$ cat config.mk
export PLATFORM = sky130hd
export DESIGN_NAME = sli_len
export DESIGN_NICKNAME = d
export VERILOG_FILES = /design/src/hdl/sorted_list_intersection_unit_macros.svh /design/src/hdl/sli_pkg.sv /design/src/hdl/sli_len.sv
export SDC_FILE = /design/constraint.sdc
export NUM_CORES = 1
export LEC_CHECK = 0
export ABC_CLOCK_PERIOD_IN_PS = 2380
export CAP_MARGIN = 20
export CORE_MARGIN = 2
export CORE_UTILIZATION = 60
export CTS_BUF_LIST = sky130_fd_sc_hd__clkbuf_8
export DETAILED_ROUTE_END_ITERATION = 6
export DONT_BUFFER_PORTS = 1
export GPL_ROUTABILITY_DRIVEN = 1
export HOLD_SLACK_MARGIN = 0.06
export PLACE_DENSITY = 0.77
export SYNTH_ARGS = -nofsm -noshare
export SYNTH_HDL_FRONTEND = slang
export SYNTH_SLANG_ARGS = --single-unit
$ cat constraint.sdc
create_clock -name clk -period 2.38 [get_ports clk]
set_clock_uncertainty 0.2 [all_clocks]
set_input_delay 0 -clock clk [delete_from_list [all_inputs] [get_ports clk]]
set_output_delay 0 -clock clk [all_outputs]
set_load 0.03 [all_outputs]
$ cat src/hdl/sorted_list_intersection_unit_macros.svh
// Assertion macros used by the design file that checks its own logic.
`ifndef SORTED_LIST_INTERSECTION_UNIT_MACROS_SVH
`define SORTED_LIST_INTERSECTION_UNIT_MACROS_SVH

// The consequent must hold in the same cycle as the antecedent.
`define SLI_ASSERT_SAME(lbl, clk, rst_n, ante, cons) \
  lbl: assert property (@(posedge clk) disable iff (!rst_n) (ante) |-> (cons)) \
    else $error("sli assertion failed");

// The consequent must hold in the cycle after the antecedent.
`define SLI_ASSERT_NEXT(lbl, clk, rst_n, ante, cons) \
  lbl: assert property (@(posedge clk) disable iff (!rst_n) (ante) |=> (cons)) \
    else $error("sli assertion failed");

`endif

$ cat src/hdl/sli_pkg.sv
`timescale 1ns / 1ps
package sli_pkg;

  localparam int VAL_W = 32;
  localparam int SEL_W = 3;
  localparam int OP_W  = 2;
  localparam int STA_W = 2;
  localparam int CFG_W = 4;

  localparam logic [CFG_W-1:0] CFG_RESET = 4'd2;
  localparam int               MIN_LISTS = 2;

  typedef enum logic [OP_W-1:0] {
    OP_CLEAR  = 2'd0,
    OP_APPEND = 2'd1,
    OP_RUN    = 2'd2
  } op_t;

  typedef enum logic [STA_W-1:0] {
    STAT_MATCH = 2'd0,
    STAT_OK    = 2'd1,
    STAT_FULL  = 2'd2,
    STAT_NONE  = 2'd3
  } status_t;

  typedef enum logic [2:0] {
    S_IDLE,
    S_KEY_RD,
    S_KEY_WT,
    S_SRCH_INIT,
    S_SRCH_RD,
    S_SRCH_CMP,
    S_MATCH,
    S_FINISH
  } state_t;

  typedef struct packed {
    logic clr;
    logic inc;
  } len_cmd_t;

endpackage

$ cat src/hdl/sli_len.sv
`timescale 1ns / 1ps
module sli_len import sli_pkg::*; #(
  parameter int NL = 8,
  parameter int LW = 3,
  parameter int CW = 7
) (
  input  logic          clk,
  input  logic          rst_n,
  input  len_cmd_t      cmd,
  input  logic [LW-1:0] inc_idx,
  input  logic [LW-1:0] rd_idx,
  output logic [CW-1:0] rd_len
);
  logic [CW-1:0] len_r [NL];

  always_ff @(posedge clk) begin
    if (!rst_n || cmd.clr) begin
      for (int k = 0; k < NL; k++) begin
        len_r[k] <= '0;
      end
    end else if (cmd.inc) begin
      len_r[inc_idx] <= len_r[inc_idx] + CW'(1);
    end
  end

  assign rd_len = (32'(rd_idx) < NL) ? len_r[rd_idx] : '0;
endmodule

* Word-level counts from Yosys, hierarchy flattened
Memories as Yosys holds them, arrays and structs flattened.
Cells that the tools add are included.
W data, S select, Z words.
** Operators by class
- Reductions and logical operators :: 3
- $add $sub $neg :: 1
- Muxes and demuxes :: 8
** Operator list (number)
- $add A7 B1 Y7 const B :: 1
- $mux W7 :: 1
- $reduce_or A7 Y1 :: 1
- $mux W1 :: 6
- $mux W3 :: 1
- $logic_not A1 Y1 :: 1
- $logic_or A1 B1 Y1 :: 1
** Storage, ports and cells
- Output and inout bits :: 7
- Register bits :: 0
- Logic and storage cells :: 13
- Input bits :: 10
- Memory bits (writable) :: 56
- Memories :: 1
** Memory list
- len_r :: depth 8, bits a word 7, rd ports 2, clocked after Yosys merged registers in 0, write ports 8, RTL line sli_len.sv:14 : logic [CW-1:0] len_r [NL];

* Logic depth before layout (Yosys ltp)
- Word-level depth :: 6
- Depth in mapped cells :: 9
- Gate-level depth less buffers :: 6

* Worst setup path before layout
OpenSTA, ideal clock, no wires.
- Path type :: reg-to-reg
- Start point :: mem len_r[7][0]
- End point :: mem len_r[0][6], data pin
- Arrival time :: 2004 ps
- Data required time :: 1911 ps
- Path slack :: -94 ps
- Setup time :: 269 ps
- Cell stages (with the launch flop) :: 7
- Cells stage by stage :: edfxtp_1 > mux4_2 > mux2_2 > ha_1 > and4_4 > a31oi_4 > nor3b_2
** RTL lines (RTL line)
- start: declaration :: sli_len.sv:14

==> impl_metrics.csv <==
group,metric,value,unit
cts,cts_buffers,5,
yosys,synth_cells,223,
finish,largest_reg_flops,56,
power,vdd_drop_max,0.425,mV
cts,cts-root-buf,"clkbuf_8",
yosys,yosysUniqueCellTypes,41,
grt,track_usage,28.3,%
cts,clockBufferDepth,2,
timing,maxSlewHeadroom,66.7,%
cts,cts_tree,"built",
power,p_per_area,570,nW/µm²
finish,area_delta_synth_final,12.3,%
setup_path,start_kind,"register",
floorplanning,fp.dieW,77.7,µm
setup_path,criticalPathCategory,"reg2reg",
timing,period_share,100,%
setup_path,ff2ff_path_depth,7,
timing,setup_viol,2,
grt,antenna_found_initial,0,
drt,drt_iter0_markers,227,
floorplanning,coreArea,5170,µm²
floorplanning,die-area,6040,µm²
yosys,netlist_top_cells_count,"edfxtp_1 (56), nor2_1 (34), mux4_2 (22)",
finish,reg_top3,"len_r x56",
yosys,synth-seq-area-share,51.6,%
timing,max_freq,420,MHz
yosys,synth-edff-count,56,
cts,path_clk_slew,100,ps
floorplanning,num_io_pins,17,
yosys,synth_seq_cells,56,
yosys,synthArstFlopShare,0,%
worst_hold_path,hold_class,"in2reg",
finish,regMostFlops,"len_r",
grt,grt_max_degree,26,
placement,dp_slack,-85.0,ps
drt,vias_per_cell,6.76,
placement,dp_cells,290,
finish,fin_util,70.8,%
power,p_leak,1.32,nW
yosys,yosys.cell_count.top_type,"edfxtp_1",
timing,slew_viol_final,0,
worst_hold_path,whs_path_depth,4,
setup_path,critPathCaptureType,"register",
drt,vias,2108,
drt,wl_per_cell,25.9,µm
finish,drive_gt1_share,39.7,%
finish,n_antenna_cell,0,
yosys,synth.largest_area_cell,"edfxtp_1",
run,cap_violations,0,
cts,cts_max_level,2,
timing,worstMarginPinSlew,498,ps
placement,io_buffers,0,
yosys,syn_avg_cell_area,14.6,µm²
finish,instances_no_fill,312,
drt,drtPass1Iterations,5,
cts,cts_sinks,56,
floorplanning,start_util,63.0,%
timing,layout_setup_ws,-1.57,ps
placement,dpl.hpwl,5100,µm
drt,ant_nets,0,
grt,first_global_vias,2135,
outcome,violations,"negative setup slack",
timing,rsz0062_at_grt,"true",
yosys,ys_warn_count,0,
yosys,synth_ff_type,"edfxtp_1",
placement,placed_cell_area,3340,µm²
drt,drc,0,
timing,period_minus_slack,2380,ps
setup_path,crit_fanout,8,
grt,grt_overflow,0,
floorplanning,die_h,77.7,µm
yosys,netlist_top_cells_area,"edfxtp_1 (52%), mux4_2 (15%), nor2_1 (3.9%), mux2_2 (3.5%), nor3b_2 (3.1%)",
grt,grt_pass1_wl,12400,µm
setup_path,worstPathArrival,2250,ps
yosys,yosysTopAreaCellShare,51.6,%
power,p_total,2.09,mW
timing,hold_viol,0,
finish,final_nets,252,
drt,wl,8080,µm
outcome,status,"complete, but fails checks",
floorplanning,rows,26,
finish,fin_area,3660,µm²
setup_path,cp.required,2250,ps
placement,routabilityCongestion,0.887,
cts,clock_latency,310,ps
yosys,syn-num-nets,234,
yosys,syn_area,3260,µm²
critical path, cell delays in order, from the launching register on:
cell      delay, ps
edfxtp_1        410
mux4_2          480
mux2_4          310
buf_6           140
and4_4          180
a31oi_4         210
buf_12          150
nor3b_2          50
what timing repair did:
item	in CTS	in global routing
hold buffers	6	0
gates resized for setup	3	11
endpoints found under the setup margin	15	27
hold endpoints to repair	57	0
pin swaps	3	13
setup buffers	5	3
cell type report:
type	instances	area [µm²]
sequential	56	1680
multi-input combinational	152	1550
fill	333	1510
timing repair buffer	25	235
tap	70	87.6
clock buffer	5	68.8
clock inverter	3	38.8
inverter	1	3.75
cell families (layout without fill, tap and decap cells):
logic type / Yosys count / in the layout / share of synthesized area (%)
compound gates: 13 / 13 / 4.41
mux: 41 / 41 / 21.6
buf+inv: 15 / 34 / 3.07
xor+xnor: 2 / 2 / 1.11
simple gates: 95 / 95 / 17.9
fa+ha+maj: 1 / 1 / 0.384
flops: 56 / 56 / 51.6
cell usage in the layout (no fill, tap or decap), drive strengths merged, types with 3 or more instances in the layout:
master / count
and4: 3
mux2: 11
nand3: 3
nor2: 35
nand2: 16
mux4: 22
nor2b: 4
mux2i: 8
clkbuf: 5
a31oi: 3
dlygate4sd3: 6
nor3: 8
nor3b: 16
buf: 19
edfxtp: 56
worst paths after layout:
path                                     to  slack (ps)                      start
setup / recovery  len_r[3][5]$_SDFFCE_PN0P_          -2  len_r[4][0]$_SDFFCE_PN0P_
hold / removal    len_r[7][6]$_SDFFCE_PN0P_          90                 inc_idx[2]
setup reg to reg  len_r[3][5]$_SDFFCE_PN0P_          -2  len_r[4][0]$_SDFFCE_PN0P_
hold reg to reg   len_r[0][0]$_SDFFCE_PN0P_         870  len_r[2][0]$_SDFFCE_PN0P_
power by group:
| part | switching (mW) | internal [mW] | leakage, nW |
|---|---|---|---|
| Clock | 0.301 | 0.309 | 0.0593 |
| Combinational | 0.174 | 0.149 | 0.640 |
| Sequential | 0.0245 | 1.13 | 0.625 |
per-layer routing:
| metal | vias to the layer above | GRT usage (%) | routed length, µm |
|---|---|---|---|
| li1 | 904 | - | - |
| met1 | 1056 | 35.1 | 2870 |
| met2 | 125 | 47.9 | 4140 |
| met3 | 23 | 6.86 | 815 |
| met4 | 0 | 11.4 | 252 |
| met5 | - | 0 | 0 |
through the flow:
step	TNS [ps]	hold WS, ps
2_1_floorplan	0	182
3_3_place_gp	0	40.9
3_5_place_dp	-569	38.0
4_1_cts	-2.17	67.5
5_1_grt	-512	93.2
6_report	-2.19	86.3
(Power assumes the default switching activity.)
